**src/hdl/atd_pkg.sv**
```systemverilog
package atd_pkg;

  localparam int TEMP_W   = 8;
  localparam int TOTAL_W  = 12;
  localparam int TARGET_W = 7;
  localparam int BAND_W   = 4;
  localparam int LIM_W    = 13;
  localparam int ADDR_W   = 3;
  localparam int DATA_W   = 32;

  localparam logic [TARGET_W-1:0] TARGET_RST = 7'd50;
  localparam logic [BAND_W-1:0]   BAND_RST   = 4'd5;

  localparam logic REG_TARGET = 1'b0;
  localparam logic REG_BAND   = 1'b1;

  typedef struct packed {
    logic [TOTAL_W-1:0] total;
    logic               blink;
  } item_t;

  typedef struct packed {
    logic [TARGET_W-1:0] target;
    logic [BAND_W-1:0]   band;
  } cfg_t;

  typedef struct packed {
    logic heater;
    logic cooler;
    logic led;
  } result_t;

endpackage

```
**src/hdl/averaging_thermostat_deadband_core.sv**
```systemverilog
// A sample's running total is registered in the queue, then its result in the
// output register. Throughput: one sample per cycle while the queue has space;
// a two-entry queue decouples the ring/total front from the threshold compare.
// Reset (synchronous, rst_n low): ring, slot and total clear to zero, queue
// and output empty, target 50 and band 5.
module averaging_thermostat_deadband_core #(
  parameter int WINDOW_LEN = 10
) (
  input  logic                         clk,
  input  logic                         rst_n,
  input  logic                         in_valid,
  output logic                         in_ready,
  input  logic [atd_pkg::TEMP_W-1:0]   in_sample_temp,
  input  logic                         in_blink_phase,
  output logic                         out_valid,
  input  logic                         out_ready,
  output logic                         out_heater_on,
  output logic                         out_cooler_on,
  output logic                         out_indicator_led,
  input  logic                         psel,
  input  logic                         penable,
  input  logic                         pwrite,
  input  logic [atd_pkg::ADDR_W-1:0]   paddr,
  input  logic [atd_pkg::DATA_W-1:0]   pwdata,
  output logic [atd_pkg::DATA_W-1:0]   prdata,
  output logic                         pready
);

  atd_pkg::cfg_t    cfg_r;
  atd_pkg::item_t   push_item;
  atd_pkg::item_t   pop_item;
  atd_pkg::result_t res;
  logic             push;
  logic             pop;
  logic             space;
  logic             avail;
  logic             wr_en;

  assign pready = 1'b1;
  assign wr_en  = psel && penable && pwrite;

  always_ff @(posedge clk) begin
    if (!rst_n) begin
      cfg_r.target <= atd_pkg::TARGET_RST;
      cfg_r.band   <= atd_pkg::BAND_RST;
    end else if (wr_en) begin
      unique case (paddr[2])
        atd_pkg::REG_TARGET: cfg_r.target <= pwdata[atd_pkg::TARGET_W-1:0];
        atd_pkg::REG_BAND:   cfg_r.band   <= pwdata[atd_pkg::BAND_W-1:0];
      endcase
    end
  end

  always_comb begin
    unique case (paddr[2])
      atd_pkg::REG_TARGET: prdata = atd_pkg::DATA_W'(cfg_r.target);
      atd_pkg::REG_BAND:   prdata = atd_pkg::DATA_W'(cfg_r.band);
    endcase
  end

  atd_front #(.WINDOW_LEN(WINDOW_LEN)) u_front (
    .clk            (clk),
    .rst_n          (rst_n),
    .in_valid       (in_valid),
    .in_ready       (in_ready),
    .in_sample_temp (in_sample_temp),
    .in_blink_phase (in_blink_phase),
    .q_space        (space),
    .q_push         (push),
    .q_item         (push_item)
  );

  atd_fifo u_fifo (
    .clk       (clk),
    .rst_n     (rst_n),
    .push      (push),
    .push_item (push_item),
    .space     (space),
    .pop       (pop),
    .avail     (avail),
    .pop_item  (pop_item)
  );

  atd_back #(.WINDOW_LEN(WINDOW_LEN)) u_back (
    .clk       (clk),
    .rst_n     (rst_n),
    .cfg       (cfg_r),
    .q_avail   (avail),
    .q_item    (pop_item),
    .q_pop     (pop),
    .out_valid (out_valid),
    .out_ready (out_ready),
    .res       (res)
  );

  assign out_heater_on     = res.heater;
  assign out_cooler_on     = res.cooler;
  assign out_indicator_led = res.led;

endmodule

```
**src/hdl/atd_front.sv**
```systemverilog
module atd_front #(
  parameter int WINDOW_LEN = 10
) (
  input  logic                       clk,
  input  logic                       rst_n,
  input  logic                       in_valid,
  output logic                       in_ready,
  input  logic [atd_pkg::TEMP_W-1:0] in_sample_temp,
  input  logic                       in_blink_phase,
  input  logic                       q_space,
  output logic                       q_push,
  output atd_pkg::item_t             q_item
);

  localparam int SLOT_W = $clog2(WINDOW_LEN);

  logic [atd_pkg::TEMP_W-1:0]  ring_r [WINDOW_LEN];
  logic [SLOT_W-1:0]           slot_r;
  logic [SLOT_W-1:0]           slot_nxt;
  logic [atd_pkg::TOTAL_W-1:0] total_r;
  logic [atd_pkg::TOTAL_W-1:0] total_nxt;

  assign in_ready = q_space;
  assign q_push   = in_valid && q_space;

  assign total_nxt = total_r - atd_pkg::TOTAL_W'(ring_r[slot_r])
                   + atd_pkg::TOTAL_W'(in_sample_temp);
  assign slot_nxt  = (slot_r == SLOT_W'(WINDOW_LEN - 1)) ? '0 : slot_r + 1'b1;

  assign q_item.total = total_nxt;
  assign q_item.blink = in_blink_phase;

  always_ff @(posedge clk) begin
    if (!rst_n) begin
      for (int k = 0; k < WINDOW_LEN; k++) begin
        ring_r[k] <= '0;
      end
      slot_r  <= '0;
      total_r <= '0;
    end else if (q_push) begin
      ring_r[slot_r] <= in_sample_temp;
      slot_r         <= slot_nxt;
      total_r        <= total_nxt;
    end
  end

endmodule

```
**src/hdl/atd_fifo.sv**
```systemverilog
module atd_fifo (
  input  logic           clk,
  input  logic           rst_n,
  input  logic           push,
  input  atd_pkg::item_t push_item,
  output logic           space,
  input  logic           pop,
  output logic           avail,
  output atd_pkg::item_t pop_item
);

  atd_pkg::item_t mem_r [2];
  logic           wr_ptr_r;
  logic           rd_ptr_r;
  logic [1:0]     cnt_r;
  logic [1:0]     cnt_nxt;

  assign space    = (cnt_r != 2'd2);
  assign avail    = (cnt_r != 2'd0);
  assign pop_item = mem_r[rd_ptr_r];

  always_comb begin
    cnt_nxt = cnt_r;
    if (push && !pop) begin
      cnt_nxt = cnt_r + 2'd1;
    end else if (pop && !push) begin
      cnt_nxt = cnt_r - 2'd1;
    end
  end

  always_ff @(posedge clk) begin
    if (push) begin
      mem_r[wr_ptr_r] <= push_item;
    end
  end

  always_ff @(posedge clk) begin
    if (!rst_n) begin
      wr_ptr_r <= 1'b0;
      rd_ptr_r <= 1'b0;
      cnt_r    <= 2'd0;
    end else begin
      if (push) begin
        wr_ptr_r <= ~wr_ptr_r;
      end
      if (pop) begin
        rd_ptr_r <= ~rd_ptr_r;
      end
      cnt_r <= cnt_nxt;
    end
  end

endmodule

```
**src/hdl/atd_back.sv**
```systemverilog
module atd_back #(
  parameter int WINDOW_LEN = 10
) (
  input  logic           clk,
  input  logic           rst_n,
  input  atd_pkg::cfg_t  cfg,
  input  logic           q_avail,
  input  atd_pkg::item_t q_item,
  output logic           q_pop,
  output logic           out_valid,
  input  logic           out_ready,
  output atd_pkg::result_t res
);

  logic [atd_pkg::TARGET_W:0]  lower;
  logic [atd_pkg::TARGET_W:0]  upper1;
  logic [atd_pkg::LIM_W-1:0]   lo_lim;
  logic [atd_pkg::LIM_W-1:0]   hi_lim;
  logic [atd_pkg::LIM_W-1:0]   total_ext;
  atd_pkg::result_t            res_nxt;
  atd_pkg::result_t            res_r;
  logic                        valid_r;

  assign lower  = {1'b0, cfg.target} - (atd_pkg::TARGET_W + 1)'(cfg.band);
  assign upper1 = {1'b0, cfg.target} + (atd_pkg::TARGET_W + 1)'(cfg.band)
                + (atd_pkg::TARGET_W + 1)'(1);

  assign lo_lim    = atd_pkg::LIM_W'(lower[atd_pkg::TARGET_W-1:0])
                   * atd_pkg::LIM_W'(WINDOW_LEN);
  assign hi_lim    = atd_pkg::LIM_W'(upper1) * atd_pkg::LIM_W'(WINDOW_LEN);
  assign total_ext = atd_pkg::LIM_W'(q_item.total);

  always_comb begin
    res_nxt = '0;
    priority if (!lower[atd_pkg::TARGET_W] && (total_ext < lo_lim)) begin
      res_nxt.heater = 1'b1;
      res_nxt.led    = q_item.blink;
    end else if (total_ext >= hi_lim) begin
      res_nxt.cooler = 1'b1;
      res_nxt.led    = 1'b1;
    end else begin
      res_nxt = '0;
    end
  end

  assign q_pop     = q_avail && (!valid_r || out_ready);
  assign out_valid = valid_r;
  assign res       = res_r;

  always_ff @(posedge clk) begin
    if (q_pop) begin
      res_r <= res_nxt;
    end
  end

  always_ff @(posedge clk) begin
    if (!rst_n) begin
      valid_r <= 1'b0;
    end else if (q_pop) begin
      valid_r <= 1'b1;
    end else if (out_ready) begin
      valid_r <= 1'b0;
    end
  end

endmodule

```
**config.mk**
```make
export PLATFORM = sky130hd
export DESIGN_NAME = averaging_thermostat_deadband_core
export DESIGN_NICKNAME = d
export VERILOG_FILES = /design/src/hdl/atd_pkg.sv /design/src/hdl/averaging_thermostat_deadband_core.sv /design/src/hdl/atd_front.sv /design/src/hdl/atd_fifo.sv /design/src/hdl/atd_back.sv
export SDC_FILE = /design/constraint.sdc
export NUM_CORES = 1
export LEC_CHECK = 0
export ABC_CLOCK_PERIOD_IN_PS = 6040
export BUFFER_PORTS_ARGS = -buffer_cell sky130_fd_sc_hd__buf_2
export CORE_ASPECT_RATIO = 1.2
export CORE_UTILIZATION = 50
export DETAILED_ROUTE_END_ITERATION = 10
export PLACE_DENSITY = 0.77
export SLEW_MARGIN = 40
export SYNTH_ARGS = -nofsm -noshare
export SYNTH_HDL_FRONTEND = slang
export SYNTH_HIERARCHICAL = 1
export SYNTH_SLANG_ARGS = --single-unit
```
**constraint.sdc**
```tcl
create_clock -name clk -period 6.04 [get_ports clk]
set_input_delay 0.604 -clock clk [delete_from_list [all_inputs] [get_ports clk]]
set_output_delay 0.604 -clock clk [all_outputs]
set_load 0.05 [all_outputs]
```
* Word-level counts from Yosys, hierarchy flattened *
Memory sizes are Yosys's and may differ from the RTL's. A register that Yosys moved wholly into a read port is not among the register bits.
Index checks and enable logic that the tools add are counted.

storage, ports and cells
  register bits = 35
  RAM bits = 106
  input bits = 51
  output and inout bits = 38
  logic and storage cells = 69
  memories kept = 2

memories
  name            words  bits a word  rd ports  clocked after memory_dff  write ports  RTL line         source
  u_front.ring_r  10     8            1         1                         10           atd_front.sv:17  logic [atd_pkg::TEMP_W-1:0] ring_r [WINDOW_LEN];
  u_fifo.mem_r    2      13           1         1                         1            atd_fifo.sv:12   atd_pkg::item_t mem_r [2];

operators by class
  $add $sub $neg = 8
  multiply operators = 2
  $lt $le $gt $ge = 2
  equal/unequal tests = 2
  mux-type cells = 21
  bitwise operators = 3
  reduce and logical (&&, ||, !) cells = 18

operator list
  operator                                           count
  one-hot mux 32 bit (2 select lines)                1
  2-to-1 mux 4 bit                                   4
  adder 12 x 8 -> 12 bit                             1
  greater-or-equal comparator 12 bit                 1
  less-than comparator 12 x 11 -> 1 bit              1
  2-to-1 mux 1 bit                                   12
  subtractor 12 x 8 -> 12 bit                        1
  multiplier 8 x 3 -> 11 bit, second input constant  1
  multiplier 7 x 3 -> 10 bit, second input constant  1
  adder 7 x 4 -> 8 bit                               1
  adder 8 x 1 -> 8 bit, second input constant        1
  2-to-1 mux 8 bit                                   1
  OR reduction 8 bit                                 1
  subtractor 7 x 4 -> 8 bit                          1
  logical AND 1 bit                                  7
  2-to-1 mux 2 bit                                   3
  nonzero test 2 bit                                 3
  adder 4 x 1 -> 4 bit, second input constant        1
  equality test 4 bit, second input constant         1
  logical NOT 1 bit                                  4
  AND reduction 2 bit                                2
  NOT 1 bit                                          3
  adder 2 x 1 -> 2 bit, second input constant        1
  != test 2 bit, second input constant               1
  other kinds (2)                                    2

* Longest topological paths before layout *
Gate-level depths: netlist (run 1).

  word-level depth = 7
  gate-level depth with buffers = 22

* Hierarchy *
Netlist (run 1), hierarchy kept.

modules (own cells, without submodules)
  module                              instances  cells an instance  area an instance (um^2)  sequential area each (um^2)
  atd_front                           1          504                7035.5                   4244.1
  atd_back                            1          181                1587.8                   110.1
  atd_fifo                            1          62                 1151.1                   880.8
  averaging_thermostat_deadband_core  1          85                 763.2                    220.2

* Worst setup path after synthesis (run 1) *
Ideal clock, no wire load.

  kind = reg2reg
  start point = register cfg_r[1] (netlist name)
  end point = register u_back.res_r (netlist bit u_back/res[0]) (data pin)
  library setup time = 0.260 ns
  arrival = 3.967 ns
  required time = 5.780 ns
  path slack = 1.813 ns
  cell stages (with the launch flop) = 19
  period minus slack after synthesis = 4.227 ns
  cell sequence = dfxtp_1 inv_1 ha_1 nor2b_1 o31a_1 or3_4 xor2_1 xnor2_1 ha_1 nor2b_1 o21ai_0 o21ai_1 xnor2_1 ha_1 a21o_1 a211oi_1 o21ai_1 a21oi_1 mux2_4

RTL lines
  element               RTL line                                  source
  start, declared       averaging_thermostat_deadband_core.sv:29  atd_pkg::cfg_t cfg_r;
  end signal, assigned  atd_back.sv:52                            res_r <= res_nxt;
  end, declared         atd_back.sv:21                            atd_pkg::result_t res_r;

==> results of run 1 <==
flip-flops by register name, indices dropped and copies added (netlist names), named ones only:
name / cells
cfg_r: 11
u_back/out_valid: 1
u_back/res: 3
u_fifo/cnt_r: 2
u_fifo/mem_r: 26
u_fifo/rd_ptr_r: 1
u_fifo/wr_ptr_r: 1
u_front/ring_r: 128
u_front/slot_r: 4
u_front/total_r: 12
how the worst max path moves through the flow:
| stage | start | cells past startpoint | slack, ns | to |
|---|---|---|---|---|
| floorplan | cfg_r[1] | 18 | 1.81 | u_back/res[0] |
| global placement | cfg_r[1] | 18 | 1.46 | u_back/res[0] |
| detailed placement | cfg_r[1] | 18 | 1.39 | u_back/res[0] |
| CTS | cfg_r[1] | 18 | 1.37 | u_back/res[0] |
| global route | cfg_r[1] | 18 | 1.08 | u_back/res[0] |
| finish | cfg_r[1] | 18 | 1.42 | u_back/res[0] |
cells by family after synthesis:
family                     synth area share (%)
and+or+nand+nor                            10.6
AOI/OAI and AO/OA                          5.69
buffers and inverters                      6.45
DFF                                        51.8
other                                    0.0713
muxes                                      12.6
xor gates and xnor gates                   3.18
adders and majority gates                  9.64
per-stage QoR:
stage | setup slack [ns] | total power, µW | cell area, µm² | hold WS [ns] | instances
after floorplan | 1.81 | 3190 | 10600 | 0.436 | 856
after global placement | 1.46 | 3470 | 10800 | 0.444 | 1103
after detailed placement | 1.39 | 3530 | 10800 | 0.450 | 1103
after CTS | 1.37 | 4590 | 11300 | 0.346 | 1134
after global routing | 1.08 | 4840 | 11400 | 0.347 | 1134
final | 1.42 | 4570 | 11400 | 0.365 | 1134
power by group through the flow:
stage,Clock [µW],Sequential [µW],Combinational [µW]
2_1_floorplan,0,1830,1360
6_report,1060,1830,1680
3_3_place_gp,0,1850,1620
4_1_cts,1080,1830,1690
3_5_place_dp,0,1860,1670
5_1_grt,1120,1850,1870
cells in the final DEF, fill, tap and decap left out, types with 17 or more instances in the layout:
cell type,instances
inv_1,71
nor2_1,77
nor2b_1,23
conb_1,26
edfxtp_1,157
mux4_1,24
a21oi_1,34
nand2_1,56
clkbuf_16,17
dfxtp_1,36
ha_1,62
xnor2_1,18
buf_2,35
layer usage:
metal	vias up	wire, µm	GRT usage [%]	share of wire (%)
met5	-	0	0	0
met4	0	401	6.33	2.0
met3	31	967	3.58	4.8
met2	197	10900	36.4	54
met1	3103	7750	21.5	39
li1	2997	-	-	-
area by class of cell:
| type | instances | area (µm²) |
|---|---|---|
| fillers | 1642 | 9110 |
| flip-flops and latches | 194 | 5460 |
| multi-input cells | 529 | 4510 |
| clock buffers | 17 | 425 |
| well taps | 265 | 332 |
| inverters | 72 | 270 |
| repair buffers | 43 | 235 |
| clock inverters | 14 | 128 |
==> results.toml, run 1 <==
[route]
drc = 0
first_iter_violations = 367
wirelength_um = 20000
vias = 6328
dr.pass1.iters = 5
wl_per_cell_um = 17.6
via_per_inst = 5.58
ant_nets = 0

[setup_path]
r2r_end = "u_back/res[0]"
critPathArrivalTime_ns = 4.80
worst-path-max-fanout = 5
reg2reg_from = "cfg_r[1]"
crit_family = "compound AO/OA/AOI/OAI gates"
path_common_cell = "ha_1"
crit_path_end_kind = "flop"
worstSetupPathType = "flop to flop"
critPathMaxStageDelay_ns = 0.42
crit_path_cell_trace = "inv_1 -> ha_1 -> nor2b_1 -> o31a_1 -> or3_4 -> xor2_1 -> xnor2_1 -> ha_1 -> nor2b_1 -> o21ai_0 -> o21ai_1 -> xnor2_1 -> ha_1 -> a21o_1 -> a211oi_1 -> o21ai_1 -> a21oi_1 -> mux2_4"
crit_required_ns = 6.22
r2r_setup_slack_ns = 1.42
cp_num_buf_inv = 1
cpMaxStageDelayCell = "dfxtp_1"
reg2reg_depth = 18
crit_path_start_kind = "flop"

[cts]
cts_tree = "yes"
path_clk_slew_ns = 0.07
cts_buffer_depth = 2
cts_buffers = 17
holdBufCountCts = 0
clkSinkCount = 194
clkLatencyLatePin_ns = 0.43
htreeDepth = 4
cts_resized = 0
root_buffer = "clkbuf_16"
post_cts_buffers = 0

[global_routing]
grt_max_degree = 52
antenna_found_initial = 0
overflow = 0
grt_pass1_vias = 6253
track_usage_pct = 19.2
grt_pass1_wl_um = 31500

[timing]
final.period_utilization_pct = 76.5
period_minus_slack_ns = 4.62
slew_viol_final = 0
rsz0062_at_grt = "false"
clock-skew-final_ns = 0.0117
tightest_slew_ns = 0.766
timing.slew.headroom_pct = 48.9
fin_setup_tns_ns = 0
setup_viol = 0
hold_viol_final = 0
fmax_mhz = 216

[yosys]
yosys_most_used_dff = "edfxtp_1"
syn_inst = 832
synthArstFlopShare_pct = 0
seq_area_frac_synth_pct = 51.8
synth_commonest_cells = "edfxtp_1, nor2_1, inv_1"
yosys.area.top_type = "edfxtp_1"
avgSynthCellArea_um2 = 12.7
synth_area_um2 = 10500
synth-edff-count = 157
netlist.area_leader.share_pct = 44.7
yosys_warnings = 6
yosysMostFrequentCell = "edfxtp_1"
synthDistinctLibCells = 68
ys_ff_latch = 194
synth_area_leaders = "edfxtp_1, ha_1, dfxtp_1"

[layout]
nets = 982
synthToLayoutAreaGrowth_pct = 7.80
diodes = 0
utilization_pct = 55.5
layout-drive-gt1-share_pct = 13.2

[power]
clkPwrFrac_pct = 23.2
seq_power_share_pct = 40.0
ir_worst_vdd_v = 0.000250
p_int_uw = 3000
p_per_area_nw_per_um2 = 402
switching_share_pct = 34.3
p_leak_uw = 0.00447
p_switching_uw = 1570
comb_power_share_pct = 36.8

[hold_path]
hold_depth = 1
hp-class = "input port to flop"
hp-start = "in_blink_phase"
whs_endpoint = "u_fifo/mem_r[1][0]"

[placed_design]
place.gp.congestion = 0.812
io_buffers = 35
dp_hpwl_um = 14600

[floorplanning]
die_area_um2 = 21700
pin_count = 89
rows = 57
fp.coreArea_um2 = 20500
die_y_um = 161
die_x_um = 135
start_util_pct = 51.5

[run_status]
status = "complete, no violations"

[run]
cap_viol_max_count = 0
Power figures use the tool's default switching activity.
==> run 2: changes to the inputs <==
Settings changed: ABC_CLOCK_PERIOD_IN_PS 6040 to 4400.
Clock period 6.04 ns to 4.4 ns, I/O delays scaled along.
==> run 2 against run 1 <==
Fmax rose by 9.1%. Sequential power rose by 35%. Critical path depth did not move. Critical path type unchanged. Combinational power rose by 45%. Final area rose by 2.7%. Sequential share of layout area fell by 1.3 points. Largest cell class unchanged. Global-route usage rose by 0.88 points. Worst hold slack got worse by 0.17 ns. Setup slack got worse by 1.3 ns.
==> results.toml, run 2 (synthesized netlist as in run 1, its figures left out) <==
[layout]
final_area_um2 = 11700
nets = 1004
top_regs = "u_front/ring_r x128, u_fifo/mem_r x26, u_front/total_r x12"
utilization_pct = 57.0
nFillCells = 1620
layout-drive-gt1-share_pct = 18.5
final_common_cell = "edfxtp_1"
stdcell_count = 1157
diodes = 0
largest_reg_flops = 128
largest_register = "u_front/ring_r"
synthToLayoutAreaGrowth_pct = 10.7
layout_common_cells = "edfxtp_1, nor2_1, inv_1"

[power]
ir_worst_vdd_v = 0.000337
p_per_area_nw_per_um2 = 553
p_leak_uw = 0.00461
power.total_uw = 6450

[cts]
cts_buffers = 17
root_buffer = "clkbuf_16"
cts_buffer_depth = 2
path_clk_slew_ns = 0.08
cts_tree = "yes"
clkLatencyLatePin_ns = 0.44
holdBufCountCts = 0
htreeDepth = 4
clkSinkCount = 194

[timing]
fmax_mhz = 236
setup_viol = 0
period_minus_slack_ns = 4.23
slew_viol_final = 0
clock-skew-final_ns = 0.0139
hold_viol_final = 0
final.period_utilization_pct = 96.2
timing.slew.headroom_pct = 46.7
tightest_slew_ns = 0.795
rsz0062_at_grt = "true"
fin_setup_tns_ns = 0

[placed_design]
place_area_um2 = 10900
place.gp.congestion = 0.804
io_buffers = 35
placed_cells = 1120
dp_hpwl_um = 15000

[global_routing]
antenna_found_initial = 0
grt_pass1_vias = 6555
track_usage_pct = 20.1
grt_pass1_wl_um = 32500
overflow = 0
grt_max_degree = 51

[run_status]
status = "complete, no violations"

[run]
cap_viol_max_count = 0

[hold_path]
hp-class = "input port to flop"

[setup_path]
crit_path_end_kind = "flop"
crit_path_end = "u_back/res[0]"
worstSetupPathType = "flop to flop"
r2r_end = "u_back/res[0]"
reg2reg_depth = 18
worst-path-max-fanout = 3
crit_required_ns = 4.59
reg2reg_from = "cfg_r[4]"
critPathArrivalTime_ns = 4.42
r2r_setup_slack_ns = 0.17
critical_path.startpoint = "cfg_r[4]"
crit_path_start_kind = "flop"

[route]
wirelength_um = 21000
wl_per_cell_um = 18.1
via_per_inst = 5.63
drc = 0
first_iter_violations = 386
ant_nets = 0
vias = 6515
dr.pass1.iters = 5

[floorplanning]
fp.coreArea_um2 = 20500
rows = 57
die_y_um = 161
start_util_pct = 51.5
die_x_um = 135
pin_count = 89
die_area_um2 = 21700
run 2: cell type report:
type / instances / area [µm²] / share of cell area (%)
well taps: 265 / 332 / 2.84
clock inverters: 15 / 165 / 1.42
multi-input cells: 529 / 4600 / 39.4
clock buffers: 17 / 425 / 3.65
inverters: 72 / 273 / 2.34
repair buffers: 65 / 413 / 3.54
flip-flops and latches: 194 / 5460 / 46.8
run 2: worst min-delay path by stage:
| stage | slack (ns) | cells past startpoint | from | end |
|---|---|---|---|---|
| 3_5_place_dp | 0.45 | 2 | u_front/total_r[4] | u_front/total_r[4] |
| 3_3_place_gp | 0.45 | 2 | u_front/total_r[0] | u_front/total_r[0] |
| 5_1_grt | 0.18 | 1 | in_blink_phase | u_fifo/mem_r[0][0] |
| 4_1_cts | 0.17 | 1 | in_blink_phase | u_fifo/mem_r[0][0] |
| 2_1_floorplan | 0.44 | 2 | u_front/total_r[0] | u_front/total_r[0] |
| 6_report | 0.19 | 1 | in_blink_phase | u_fifo/mem_r[0][0] |
run 2: report_power, final:
group	switching, µW	internal [µW]	leakage (µW)
combinational	1410	1030	0.00248
clock	728	809	0.000288
sequential	107	2360	0.00184
total	2250	4200	0.00461
run 2: layer usage:
metal,up-vias,global-route usage [%],routed length (µm)
li1,3045,-,-
met1,3171,21.4,7750
met2,244,36.9,11300
met3,55,3.86,1120
met4,0,11.5,809
met5,-,0,0
run 2: stage by stage:
| step | setup WS (ns) | hold WS, ns |
|---|---|---|
| after floorplan | 0.173 | 0.436 |
| after global placement | -0.0153 | 0.446 |
| after detailed placement | -0.0444 | 0.450 |
| after CTS | 0.00783 | 0.169 |
| after global routing | -0.0293 | 0.178 |
| final | 0.166 | 0.193 |
run 2: what timing repair did:
action | CTS | global route
setup endpoints to repair | 1 | 2
gates resized for setup | 4 | 26
setup buffers | 0 | 5
pin swaps | 1 | 32
run 2: critical path, cell delays in order (launching register included):
cell     delay, ns
dfxtp_2       0.34
inv_4         0.07
ha_4          0.13
inv_2         0.04
fa_2          0.38
a21o_1        0.18
a21oi_2       0.16
nor3b_2       0.24
xor2_2        0.18
ha_1          0.26
ha_1          0.31
or3_1         0.35
nand2_1       0.09
ha_1          0.24
a41o_1        0.19
a21oi_1       0.12
o21ai_0       0.16
a21oi_2       0.23
mux2_4        0.31
==> run 3: changes to the inputs <==
Settings changed: CORE_MARGIN from default to 2.
==> run 3 against run 2 <==
First-iteration DRC count is 16% higher. Count of clock-buffer cells in the layout is 1 higher. Worst hold slack worse by 0.0047 ns. Final cell count is 0.61% higher. Clock skew is 0.00062 ns higher. Critical endpoint unchanged.
==> results.toml, run 3 (synthesized netlist as in run 1, its figures left out) <==
[run_status]
status = "complete, no violations"

[cts]
cts_buffers = 17
path_clk_slew_ns = 0.08
cts_buffer_depth = 2
htreeDepth = 4
root_buffer = "clkbuf_16"
clkSinkCount = 194
clkLatencyLatePin_ns = 0.44
cts_tree = "yes"

[hold_path]
hp-class = "input port to flop"
hp-start = "in_blink_phase"

[layout]
layout-drive-gt1-share_pct = 18.6
stdcell_count = 1164
synthToLayoutAreaGrowth_pct = 11.5
final_common_cell = "edfxtp_1"
layout_common_cells = "edfxtp_1, nor2_1, inv_1"
final_area_um2 = 11800
largest_reg_flops = 128
top_regs = "u_front/ring_r x128, u_fifo/mem_r x26, u_front/total_r x12"
largest_register = "u_front/ring_r"
diodes = 0
nets = 1007

[floorplanning]
die_area_um2 = 22300
pin_count = 89
start_util_pct = 50.6
rows = 58
fp.coreArea_um2 = 20800
die_x_um = 137
die_y_um = 163

[route]
wirelength_um = 21100
first_iter_violations = 448
wl_per_cell_um = 18.1
vias = 6431
dr.pass1.iters = 5
via_per_inst = 5.52
drc = 0
ant_nets = 0

[setup_path]
crit_family = "compound AO/OA/AOI/OAI gates"
path_common_cell = "a21oi_2"
crit_path_cell_trace = "inv_4 -> ha_4 -> inv_2 -> fa_2 -> a21oi_2 -> nor2_2 -> nor2_1 -> xnor2_1 -> ha_1 -> ha_1 -> a21o_1 -> a21oi_2 -> o21bai_1 -> a21oi_2 -> xor2_1 -> ha_1 -> a21o_1 -> a21oi_2 -> inv_1 -> a221o_1 -> mux2_4"
worstSetupPathType = "flop to flop"
crit_required_ns = 4.60
worst-path-max-fanout = 2
critPathArrivalTime_ns = 4.45
critical_path.startpoint = "cfg_r[4]"
critPathMaxStageDelay_ns = 0.38
crit_path_start_kind = "flop"
cp_num_buf_inv = 3
cpMaxStageDelayCell = "fa_2"
reg2reg_from = "cfg_r[4]"
crit_path_end_kind = "flop"

[placed_design]
dpl_worst_slack_ns = -0.115
dp_hpwl_um = 15300
io_buffers = 35
place.gp.congestion = 0.824
place_area_um2 = 11000
placed_cells = 1129

[global_routing]
met1_usage_pct = 21.3
overflow = 0
grt_pass1_wl_um = 32300
antenna_found_initial = 0
track_usage_pct = 19.2
grt-busiest-layer = "met2"
grtUsageMet3_pct = 3.23
grt_pass1_vias = 6433
globalRouteMet2Util_pct = 35.6
grt_max_degree = 51

[power]
p_leak_uw = 0.00463
ir_worst_vdd_v = 0.000354
p_per_area_nw_per_um2 = 557

[timing]
timing.slew.headroom_pct = 46.0
hold_viol_final = 0
worst_slack_ns = 0.149
slew_viol_final = 0
clock-skew-final_ns = 0.0146
setup_viol = 0
tightest_slew_ns = 0.806
final.period_utilization_pct = 96.6
period_minus_slack_ns = 4.25
fmax_mhz = 235
rsz0062_at_grt = "true"

[run]
cap_viol_max_count = 0
[run 3: routing by layer]
metal / share of wire, % / up-vias
met5: 0 / -
met4: 3.3 / 0
met3: 3.7 / 45
met2: 54 / 180
met1: 39 / 3164
li1: - / 3042
[run 3: what timing repair did]
| item | CTS | global route |
|---|---|---|
| pin swaps | 1 | 28 |
| hold buffers | 0 | 0 |
| endpoints found under the setup margin | 1 | 2 |
| setup buffers | 1 | 3 |
| resized for setup | 3 | 29 |
| hold endpoints to repair | 0 | 0 |
[run 3: final timing paths]
kind / to / slack (ns) / cells after the start
worst max register to register: u_back/res[0] / 0.15 / 21
worst min-delay path: u_fifo/mem_r[0][0] / 0.19 / 1
worst max-delay path: u_back/res[0] / 0.15 / 21
worst min register to register: u_front/total_r[0] / 0.46 / 2
[run 3: per-stage QoR]
stage	utilization [%]	hold slack (ns)	total power, µW	TNS (ns)
floorplan	-	0.436	4380	0
finish	56.4	0.188	6550	0
detailed placement	52.7	0.451	4900	-0.115
global route	56.4	0.178	6910	-0.107
CTS	55.7	0.182	6520	0
global placement	52.7	0.443	4810	-0.0161
[run 3: cell type report]
| type | instances | area [µm²] |
|---|---|---|
| Sequential cell | 194 | 5460 |
| Clock buffer | 18 | 429 |
| Timing Repair Buffer | 68 | 448 |
| Inverter | 72 | 273 |
| Tap cell | 270 | 338 |
| Fill cell | 1647 | 9080 |
| Multi-Input combinational cell | 529 | 4630 |
| Clock inverter | 13 | 171 |
[run 3: where the power goes]
group          total, µW  switching (µW)  internal, µW
clock network       1600             697           902
registers           2480             114          2360
logic               2470            1420          1050
total               6550            2230          4310
